**config.mk**
```make
export PLATFORM = sky130hd
export DESIGN_NAME = utf8_stream_decoder_top_flat
export DESIGN_NICKNAME = d
export VERILOG_FILES = /design/src/design/usd_pkg.sv /design/src/design/usd_if.sv /design/src/design/usd_front.sv /design/src/design/usd_queue.sv /design/src/design/usd_back.sv /design/src/design/utf8_stream_decoder_top.sv /design/src/flat_wrapper.sv
export SDC_FILE = /design/constraint.sdc
export NUM_CORES = 1
export LEC_CHECK = 0
export BUFFER_PORTS_ARGS = -buffer_cell sky130_fd_sc_hd__buf_2
export CAP_MARGIN = 0
export CORE_ASPECT_RATIO = 0.8
export CORE_MARGIN = 4
export CORE_UTILIZATION = 59
export CTS_CLUSTER_DIAMETER = 40
export CTS_CLUSTER_SIZE = 20
export DETAILED_ROUTE_END_ITERATION = 8
export PLACE_DENSITY = 0.85
export SYNTH_ARGS = -nofsm -noshare
export SYNTH_HDL_FRONTEND = slang
export SYNTH_SLANG_ARGS = --single-unit
```
**constraint.sdc**
```tcl
create_clock -name i_clk -period 3.1 [get_ports i_clk]
set_input_delay 0 -clock i_clk [delete_from_list [all_inputs] [get_ports i_clk]]
set_output_delay 0 -clock i_clk [all_outputs]
set_load 0.05 [all_outputs]
```
**src/design/usd_pkg.sv**
```systemverilog
// ----------------------------------------------------------------------------
// usd_pkg: shared types and constants of the utf-8 stream decoder
// item kinds between front and back, error codes and queue sizing
// ----------------------------------------------------------------------------
package usd_pkg;

    localparam int unsigned CP_W    = 21;
    localparam int unsigned ERR_W   = 3;
    localparam int unsigned QDEPTH  = 2;
    localparam int unsigned QPTR_W  = 1;
    localparam int unsigned QCNT_W  = 2;

    localparam logic [CP_W-1:0] REPLACEMENT_CP = 21'h00FFFD;
    localparam logic [CP_W-1:0] MAX_SCALAR     = 21'h10FFFF;
    localparam logic [CP_W-1:0] MAX_ONE_BYTE   = 21'h00007F;
    localparam logic [CP_W-1:0] MAX_TWO_BYTE   = 21'h0007FF;
    localparam logic [CP_W-1:0] MAX_THREE_BYTE = 21'h00FFFF;
    localparam logic [CP_W-1:0] SURR_LO        = 21'h00D800;
    localparam logic [CP_W-1:0] SURR_HI        = 21'h00DFFF;

    typedef enum logic [ERR_W-1:0] {
        ERR_NONE     = 3'd0,
        ERR_BAD_CONT = 3'd1,
        ERR_OVERLONG = 3'd2,
        ERR_RANGE    = 3'd3,
        ERR_BAD_LEAD = 3'd4
    } t_err;

    typedef enum logic [1:0] {
        KIND_DIRECT   = 2'd0,
        KIND_BAD_LEAD = 2'd1,
        KIND_TRUNC    = 2'd2,
        KIND_FINISH   = 2'd3
    } t_kind;

    // continuation byte counts of a sequence
    localparam logic [1:0] LEN_TWO   = 2'd1;
    localparam logic [1:0] LEN_THREE = 2'd2;
    localparam logic [1:0] LEN_FOUR  = 2'd3;

    typedef struct packed {
        t_kind           kind;
        logic [CP_W-1:0] value;
        logic [1:0]      seq_len;
        logic            cont_bad;
        logic            stream_end;
    } t_item;

    typedef struct packed {
        logic full;
        logic not_empty;
    } t_q_status;

endpackage

```
**src/design/usd_if.sv**
```systemverilog
// ----------------------------------------------------------------------------
// usd_if: request channels of the utf-8 stream decoder
// byte channel in, code point channel out, valid/ready handshake
// ----------------------------------------------------------------------------
interface usd_in_if;
    logic       valid;
    logic       ready;
    logic [7:0] data_byte;
    logic       end_of_stream;

    modport source (output valid, output data_byte, output end_of_stream, input ready);
    modport sink   (input valid, input data_byte, input end_of_stream, output ready);
endinterface

interface usd_out_if;
    logic        valid;
    logic        ready;
    logic [20:0] code_point;
    logic [2:0]  error_code;
    logic        stream_end;

    modport source (output valid, output code_point, output error_code,
                    output stream_end, input ready);
    modport sink   (input valid, input code_point, input error_code,
                    input stream_end, output ready);
endinterface

```
**src/design/usd_front.sv**
```systemverilog
// ----------------------------------------------------------------------------
// usd_front: byte intake of the utf-8 stream decoder
// tracks the open sequence, gathers payload bits, posts finished items
// ----------------------------------------------------------------------------
module usd_front
    import usd_pkg::*;
(
    input  logic       i_clk,
    input  logic       i_rst_n,
    usd_in_if.sink     i_in,
    input  t_q_status  i_q_status,
    output logic       o_push,
    output t_item      o_item
);

    logic [1:0]      r_remaining, n_remaining;
    logic [1:0]      r_seq_len,   n_seq_len;
    logic [CP_W-1:0] r_acc,       n_acc;
    logic            r_bad,       n_bad;

    logic       accept;
    logic [7:0] b;
    logic       eos;
    logic [1:0] left;
    logic       bad_now;

    assign i_in.ready = !i_q_status.full;
    assign accept     = i_in.valid && i_in.ready;
    assign b          = i_in.data_byte;
    assign eos        = i_in.end_of_stream;
    assign left       = r_remaining - 2'd1;
    assign bad_now    = r_bad || (b[7:6] != 2'b10);

    always_comb begin
        n_remaining = r_remaining;
        n_seq_len   = r_seq_len;
        n_acc       = r_acc;
        n_bad       = r_bad;
        o_push      = 1'b0;
        o_item      = '{kind: KIND_DIRECT, value: {13'd0, b}, seq_len: r_seq_len,
                        cont_bad: bad_now, stream_end: eos};
        if (accept) begin
            if (r_remaining == 2'd0) begin
                if (!b[7]) begin
                    o_push = 1'b1;
                end else if (b[7:5] == 3'b110 || b[7:4] == 4'b1110 ||
                             b[7:3] == 5'b11110) begin
                    if (eos) begin
                        // lead byte as last byte: cut-off sequence
                        o_push      = 1'b1;
                        o_item.kind = KIND_TRUNC;
                    end else begin
                        n_bad = 1'b0;
                        if (b[7:5] == 3'b110) begin
                            n_remaining = LEN_TWO;
                            n_acc       = {16'd0, b[4:0]};
                        end else if (b[7:4] == 4'b1110) begin
                            n_remaining = LEN_THREE;
                            n_acc       = {17'd0, b[3:0]};
                        end else begin
                            n_remaining = LEN_FOUR;
                            n_acc       = {18'd0, b[2:0]};
                        end
                        n_seq_len = n_remaining;
                    end
                end else begin
                    o_push      = 1'b1;
                    o_item.kind = KIND_BAD_LEAD;
                end
            end else begin
                o_item.value = {r_acc[CP_W-7:0], b[5:0]};
                if (left == 2'd0) begin
                    o_push      = 1'b1;
                    o_item.kind = KIND_FINISH;
                    n_remaining = 2'd0;
                    n_seq_len   = 2'd0;
                    n_acc       = '0;
                    n_bad       = 1'b0;
                end else if (eos) begin
                    o_push      = 1'b1;
                    o_item.kind = KIND_TRUNC;
                    n_remaining = 2'd0;
                    n_seq_len   = 2'd0;
                    n_acc       = '0;
                    n_bad       = 1'b0;
                end else begin
                    n_remaining = left;
                    n_acc       = {r_acc[CP_W-7:0], b[5:0]};
                    n_bad       = bad_now;
                end
            end
        end
    end

    always_ff @(posedge i_clk) begin
        if (!i_rst_n) begin
            r_remaining <= 2'd0;
            r_seq_len   <= 2'd0;
            r_acc       <= '0;
            r_bad       <= 1'b0;
        end else begin
            r_remaining <= n_remaining;
            r_seq_len   <= n_seq_len;
            r_acc       <= n_acc;
            r_bad       <= n_bad;
        end
    end

endmodule

```
**src/design/usd_queue.sv**
```systemverilog
// ----------------------------------------------------------------------------
// usd_queue: short item queue between front and back
// while not full, push and pop in the same cycle keep full rate
// ----------------------------------------------------------------------------
module usd_queue
    import usd_pkg::*;
(
    input  logic       i_clk,
    input  logic       i_rst_n,
    input  logic       i_push,
    input  t_item      i_item,
    input  logic       i_pop,
    output t_q_status  o_status,
    output t_item      o_head
);

    t_item             r_mem [QDEPTH];
    logic [QPTR_W-1:0] r_wr, n_wr;
    logic [QPTR_W-1:0] r_rd, n_rd;
    logic [QCNT_W-1:0] r_count, n_count;
    logic              do_push, do_pop;

    assign o_status.full      = (r_count == QCNT_W'(QDEPTH));
    assign o_status.not_empty = (r_count != '0);
    assign do_push            = i_push && !o_status.full;
    assign do_pop             = i_pop && o_status.not_empty;
    assign o_head             = r_mem[r_rd];

    always_comb begin
        n_wr    = do_push ? r_wr + 1'b1 : r_wr;
        n_rd    = do_pop  ? r_rd + 1'b1 : r_rd;
        n_count = r_count;
        if (do_push && !do_pop) begin
            n_count = r_count + 1'b1;
        end else if (do_pop && !do_push) begin
            n_count = r_count - 1'b1;
        end
    end

    always_ff @(posedge i_clk) begin
        if (do_push) begin
            r_mem[r_wr] <= i_item;
        end
    end

    always_ff @(posedge i_clk) begin
        if (!i_rst_n) begin
            r_wr    <= '0;
            r_rd    <= '0;
            r_count <= '0;
        end else begin
            r_wr    <= n_wr;
            r_rd    <= n_rd;
            r_count <= n_count;
        end
    end

endmodule

```
**src/design/usd_back.sv**
```systemverilog
// ----------------------------------------------------------------------------
// usd_back: result stage of the utf-8 stream decoder
// range and form checks, error coding, output register
// ----------------------------------------------------------------------------
module usd_back
    import usd_pkg::*;
(
    input  logic       i_clk,
    input  logic       i_rst_n,
    input  t_q_status  i_q_status,
    input  t_item      i_head,
    output logic       o_pop,
    usd_out_if.source  o_out
);

    logic            r_valid, n_valid;
    logic [CP_W-1:0] r_cp;
    t_err            r_err;
    logic            r_end;
    t_err            err;
    logic [CP_W-1:0] v;

    assign v     = i_head.value;
    assign o_pop = i_q_status.not_empty && (!r_valid || o_out.ready);

    always_comb begin
        err = ERR_NONE;
        case (i_head.kind)
            KIND_DIRECT:   err = ERR_NONE;
            KIND_BAD_LEAD: err = ERR_BAD_LEAD;
            KIND_TRUNC:    err = ERR_BAD_CONT;
            KIND_FINISH: begin
                if (i_head.cont_bad) begin
                    err = ERR_BAD_CONT;
                end else begin
                    case (i_head.seq_len)
                        LEN_TWO: begin
                            if (v <= MAX_ONE_BYTE) err = ERR_OVERLONG;
                        end
                        LEN_THREE: begin
                            if (v <= MAX_TWO_BYTE) err = ERR_OVERLONG;
                            else if (v inside {[SURR_LO:SURR_HI]}) err = ERR_RANGE;
                        end
                        LEN_FOUR: begin
                            if (v <= MAX_THREE_BYTE) err = ERR_OVERLONG;
                            else if (v > MAX_SCALAR) err = ERR_RANGE;
                        end
                        default: err = ERR_NONE;
                    endcase
                end
            end
            default: err = ERR_NONE;
        endcase
    end

    always_comb begin
        n_valid = r_valid;
        if (o_pop) begin
            n_valid = 1'b1;
        end else if (o_out.ready) begin
            n_valid = 1'b0;
        end
    end

    always_ff @(posedge i_clk) begin
        if (!i_rst_n) begin
            r_valid <= 1'b0;
        end else begin
            r_valid <= n_valid;
        end
    end

    always_ff @(posedge i_clk) begin
        if (o_pop) begin
            r_cp  <= (err == ERR_NONE) ? v : REPLACEMENT_CP;
            r_err <= err;
            r_end <= i_head.stream_end;
        end
    end

    assign o_out.valid      = r_valid;
    assign o_out.code_point = r_cp;
    assign o_out.error_code = r_err;
    assign o_out.stream_end = r_end;

endmodule

```
**src/design/utf8_stream_decoder_top.sv**
```systemverilog
// ----------------------------------------------------------------------------
// utf8_stream_decoder_top: streaming utf-8 to code point decoder
// Takes one byte per request and returns one code point request per finished
// sequence (one to four bytes), U+FFFD with an error code on bad sequences
// ----------------------------------------------------------------------------
// The decoder sustains one byte per clock cycle while the queue has room: the
// byte front end holds the open sequence state, and a result leaves the back
// end through its output register. A result passes the queue entry and then
// the output register before it shows on the output.
// The two-entry queue between front and back absorbs output stalls; input
// ready drops only once that queue is full, so a stalled sink costs no bytes
// and no results. Error codes: 1 bad continuation (also a stream that ends
// inside a sequence), 2 overlong, 3 surrogate or above U+10FFFF, 4 bad lead.
// Bytes that only open or extend a sequence give no result.
// ----------------------------------------------------------------------------
module utf8_stream_decoder_top
    import usd_pkg::*;
(
    input  logic       i_clk,
    input  logic       i_rst_n,
    usd_in_if.sink     i_in,
    usd_out_if.source  o_out
);

    // front to queue
    logic      push;
    t_item     item;
    // queue to back
    logic      pop;
    t_item     head;
    t_q_status q_status;

    // byte intake and sequence tracking
    usd_front u_front (
        .i_clk      (i_clk),
        .i_rst_n    (i_rst_n),
        .i_in       (i_in),
        .i_q_status (q_status),
        .o_push     (push),
        .o_item     (item)
    );

    // decoupling queue
    usd_queue u_queue (
        .i_clk    (i_clk),
        .i_rst_n  (i_rst_n),
        .i_push   (push),
        .i_item   (item),
        .i_pop    (pop),
        .o_status (q_status),
        .o_head   (head)
    );

    // checks, error coding and output register
    usd_back u_back (
        .i_clk      (i_clk),
        .i_rst_n    (i_rst_n),
        .i_q_status (q_status),
        .i_head     (head),
        .o_pop      (pop),
        .o_out      (o_out)
    );

endmodule

```
**src/flat_wrapper.sv**
```systemverilog
// flat-port wrapper written by rule: the top's interface ports become plain ports
module utf8_stream_decoder_top_flat import usd_pkg::*;
  (i_clk, i_rst_n, i_in_valid, i_in_data_byte, i_in_end_of_stream, i_in_ready, o_out_valid, o_out_code_point, o_out_error_code, o_out_stream_end, o_out_ready);
  usd_in_if i_in_i ();
  usd_out_if o_out_i ();
  input  logic i_clk;
  input  logic i_rst_n;
  input wire logic [$bits(i_in_i.valid)-1:0] i_in_valid;
  input wire logic [$bits(i_in_i.data_byte)-1:0] i_in_data_byte;
  input wire logic [$bits(i_in_i.end_of_stream)-1:0] i_in_end_of_stream;
  output wire logic [$bits(i_in_i.ready)-1:0] i_in_ready;
  output wire logic [$bits(o_out_i.valid)-1:0] o_out_valid;
  output wire logic [$bits(o_out_i.code_point)-1:0] o_out_code_point;
  output wire logic [$bits(o_out_i.error_code)-1:0] o_out_error_code;
  output wire logic [$bits(o_out_i.stream_end)-1:0] o_out_stream_end;
  input wire logic [$bits(o_out_i.ready)-1:0] o_out_ready;
  assign i_in_i.valid = i_in_valid;
  assign i_in_i.data_byte = i_in_data_byte;
  assign i_in_i.end_of_stream = i_in_end_of_stream;
  assign i_in_ready = i_in_i.ready;
  assign o_out_valid = o_out_i.valid;
  assign o_out_code_point = o_out_i.code_point;
  assign o_out_error_code = o_out_i.error_code;
  assign o_out_stream_end = o_out_i.stream_end;
  assign o_out_i.ready = o_out_ready;
  utf8_stream_decoder_top u_core (.i_clk(i_clk), .i_rst_n(i_rst_n), .i_in(i_in_i), .o_out(o_out_i));
endmodule
```
==> results.cfg <==
[outcome]
outcome = complete, no violations

[yosys]
asyncSetResetFlopFracSynth_pct = 0
synth_area_per_cell_um2 = 13.0
synth_enable_flop_cells = 79
post_synth_num_cell_types = 49
mappedNetlistArea_um2 = 4400
synth.yosys.seq_area_share_pct = 65.8
yosys_warn_count = 0
postSynthNetCount = 355
synth.ff_latch_count = 105
syn_inst = 339
dominantRegCellSynth = edfxtp_1

[critical_path]
critPathKind = flop to flop
timing.critical_path.from_type = flop
cp_data_arrival_time_ns = 2.67
critPathCaptureType = flop
endpoint_of_the_most_critical_register_to_register_path = u_core.u_back.o_out.code_point[5]
rr_worst_depth = 6
critical_path_required_ns = 3.19
ff2ff_setup_slack_ns = 0.52
worstPathMaxFanout = 18

[finish]
nets = 410
diodes = 0
p_r_area_growth_vs_syn_pct = 13.2
final_core_util_pct = 70.5
design_area_um2 = 4980
fraction_of_layout_instances_using_a_drive_strength_above_1_pct = 22.3

[global_route]
grt_antenna_before_repair = 0
grt_pass1_vias = 2608
grt_pass1_wl_um = 13100
globalRouteOverflowTotal = 0
grt_usage_pct = 18.9
grt_max_degree = 28

[power]
worst_ir_drop_vdd_mv = 0.439
power.static_leakage_nw = 1.72
totalPowerFinal_mw = 4.43
power_density_nw_per_um2 = 891

[hold_path]
hp_start = i_in_data_byte[6]
whs_path_depth = 2
worst_hold_end = u_core.u_queue.r_mem[0][10]
worst_hold_path_type = input pin to flop

[drt]
drt_iter0_markers = 199
drc = 0
drt_first_pass_iters = 6
routed_wl_um = 7980
post_drt_via_cell_ratio = 5.71
dr_total_vias = 2774
remaining_number_of_nets_flagged_by_the_antenna_check_after_routing = 0
routed_wire_length_per_instance_um = 16.4

[floorplan]
chipHeight_um = 85.2
coreArea_um2 = 7060
count_of_pins_on_the_block_boundary = 40
floorplan.die_area_um2 = 8910
floorplan.initialDensity_pct = 62.3
die_w_um = 105
core.rowCount = 27

[clock_tree]
post_cts.repair.setup_buffers = 0
tritoncts = done
clock-root-buffer = clkbuf_8
tritoncts_buffers = 9
clock_tree.buffer_depth = 2
cts.clk_slew.worst_paths_ns = 0.10
ctsHtreeMaxLevel = 3
worst_skew_pair.late_latency_ns = 0.36
clock_sinks = 105

[timing]
worst_max_slew_margin_expressed_relative_to_the_limit_pct = 50.3
clock.fmax_mhz = 388
min_period_over_period_pct = 83.1
final_hold_violation_count = 0
final.setup.tns_ns = 0
timing.clock.skew_ns = 0.00934
drv_slew = 0
number_of_setup_violations_in_the_final_report = 0
grt_setup_unrepaired = false
tmin_final_ns = 2.58
worstMarginPinSlew_ns = 0.743
fin_hold_ws_ns = 0.0719

[place]
port_buffers = 39
detailedPlacementHpwl_um = 5680
gp_congestion = 0.849
postPlaceCellArea_um2 = 4700

[flow_run]
drv_cap = 0
[how the worst max path moves through the flow]
stage	to	slack, ns	start	depth (start not counted)
2_1_floorplan	u_core.u_queue.r_mem[0][0]	0.03	u_core.u_queue.r_count[0]	4
3_3_place_gp	u_core.u_back.o_out.code_point[5]	0.68	flop	6
3_5_place_dp	u_core.u_back.o_out.code_point[5]	0.55	flop	6
4_1_cts	u_core.u_back.o_out.code_point[5]	0.54	flop	6
5_1_grt	u_core.u_back.o_out.code_point[18]	0.30	flop	5
6_report	u_core.u_back.o_out.code_point[5]	0.52	flop	6
[worst max-delay path, cell delays in order, from the launching register on]
cell      delay (ns)
dfxtp_1         0.78
buf_4           0.30
nor3_1          0.07
a22o_1          0.22
a221oi_2        0.33
mux2_2          0.46
nand3_1         0.15
[per-stage QoR]
| step | instances | worst slack, ns |
|---|---|---|
| 5_1_grt | 486 | 0.298 |
| 3_3_place_gp | 460 | 0.684 |
| 6_report | 486 | 0.522 |
| 4_1_cts | 486 | 0.541 |
| 3_5_place_dp | 460 | 0.547 |
| 2_1_floorplan | 339 | 0.0341 |
[logic make-up (layout without fill, tap and decap cells)]
logic type	count (synthesis)	after routing	share of synthesized area [%]
AOI/OAI and AO/OA	54	54	7.51
buffers and inverters	21	81	2.39
and+or+nand+nor	125	125	16.4
adders and majority gates	3	3	0.854
muxes	27	27	6.26
DFF	105	105	65.8
xor gates and xnor gates	4	4	0.797
[registers in the layout, indices dropped and copies added, names as in the netlist, named ones only]
name and flops:
u_core.u_back.o_out.error_code 3, u_core.u_back.o_out.stream_end 1, u_core.u_queue.r_wr 1, u_core.u_queue.r_mem 54
u_core.u_back.o_out.code_point 21, u_core.u_front.r_bad 1, u_core.u_queue.r_rd 1, u_core.u_front.r_seq_len 2
u_core.u_back.o_out.valid 1, u_core.u_front.r_acc 15, u_core.u_queue.r_count 2, u_core.u_front.r_remaining 2
[metal layers]
metal | part of all wire, % | vias up | global-route usage [%]
li1 | - | 1371 | -
met1 | 49 | 1322 | 27.5
met2 | 45 | 76 | 28.7
met3 | 5.3 | 5 | 4.79
met4 | 0.63 | 0 | 4.71
met5 | 0 | - | 0
[what timing repair did]
item	4_1_cts	5_1_grt
gates resized for setup	0	0
hold buffers	10	0
endpoints found under the hold margin	23	0
[power breakdown]
group	internal (mW)	leakage [nW]	total [mW]	switching [mW]
sequential	1.91	0.949	2.06	0.151
combinational	0.469	0.683	1.60	1.13
clock	0.305	0.0902	0.770	0.465
total	2.69	1.72	4.43	1.75
[Yosys cell counts, drive strengths merged, types with 2 or more instances]
master / count / area [um2]
o21ai: 11 / 55.1
buf: 6 / 48.8
clkbuf: 8 / 30.0
xor2: 2 / 17.5
o22ai: 2 / 12.5
xnor2: 2 / 17.5
edfxtp: 79 / 2370
nor4: 4 / 43.8
or4: 3 / 26.3
mux2i: 23 / 230
o21a: 2 / 15.0
nor2b: 4 / 25.0
or3: 3 / 18.8
nand2: 23 / 86.3
dfxtp: 26 / 521
nor2: 22 / 82.6
inv: 7 / 26.3
ha: 3 / 37.5
mux2: 4 / 45.0
o211ai: 5 / 37.5
and2: 14 / 87.6
nor3b: 2 / 20.0
nand3: 30 / 200
nor3: 4 / 20.0
nand4: 4 / 25.0
a21oi: 24 / 120
nand3b: 2 / 15.0
nand2b: 5 / 31.3
[cells in the final DEF, fill, tap and decap left out, types with 3 or more instances in the layout]
cell	instances
a21oi_1	24
and2_1	14
buf_2	39
buf_4	9
clkbuf_8	9
dfxtp_1	26
dlygate4sd3_1	10
edfxtp_1	79
ha_1	3
inv_1	6
inv_6	3
mux2_2	4
mux2i_1	23
nand2_1	23
nand2b_1	5
nand3_1	20
nand3_2	10
nand4_1	4
nor2_1	21
nor2b_1	3
nor3_1	4
nor4_2	3
o211ai_1	5
o21ai_0	11
or3_1	3
[area by class of cell]
class / instances / area, um2
clock inverter: 7 / 57.6
inverter: 7 / 26.3
fill: 483 / 2080
multi-input combinational: 213 / 1410
clock buffer: 9 / 124
timing repair buffer: 58 / 363
tap: 87 / 109
sequential: 105 / 2890
Power figures use the tool's default switching activity.
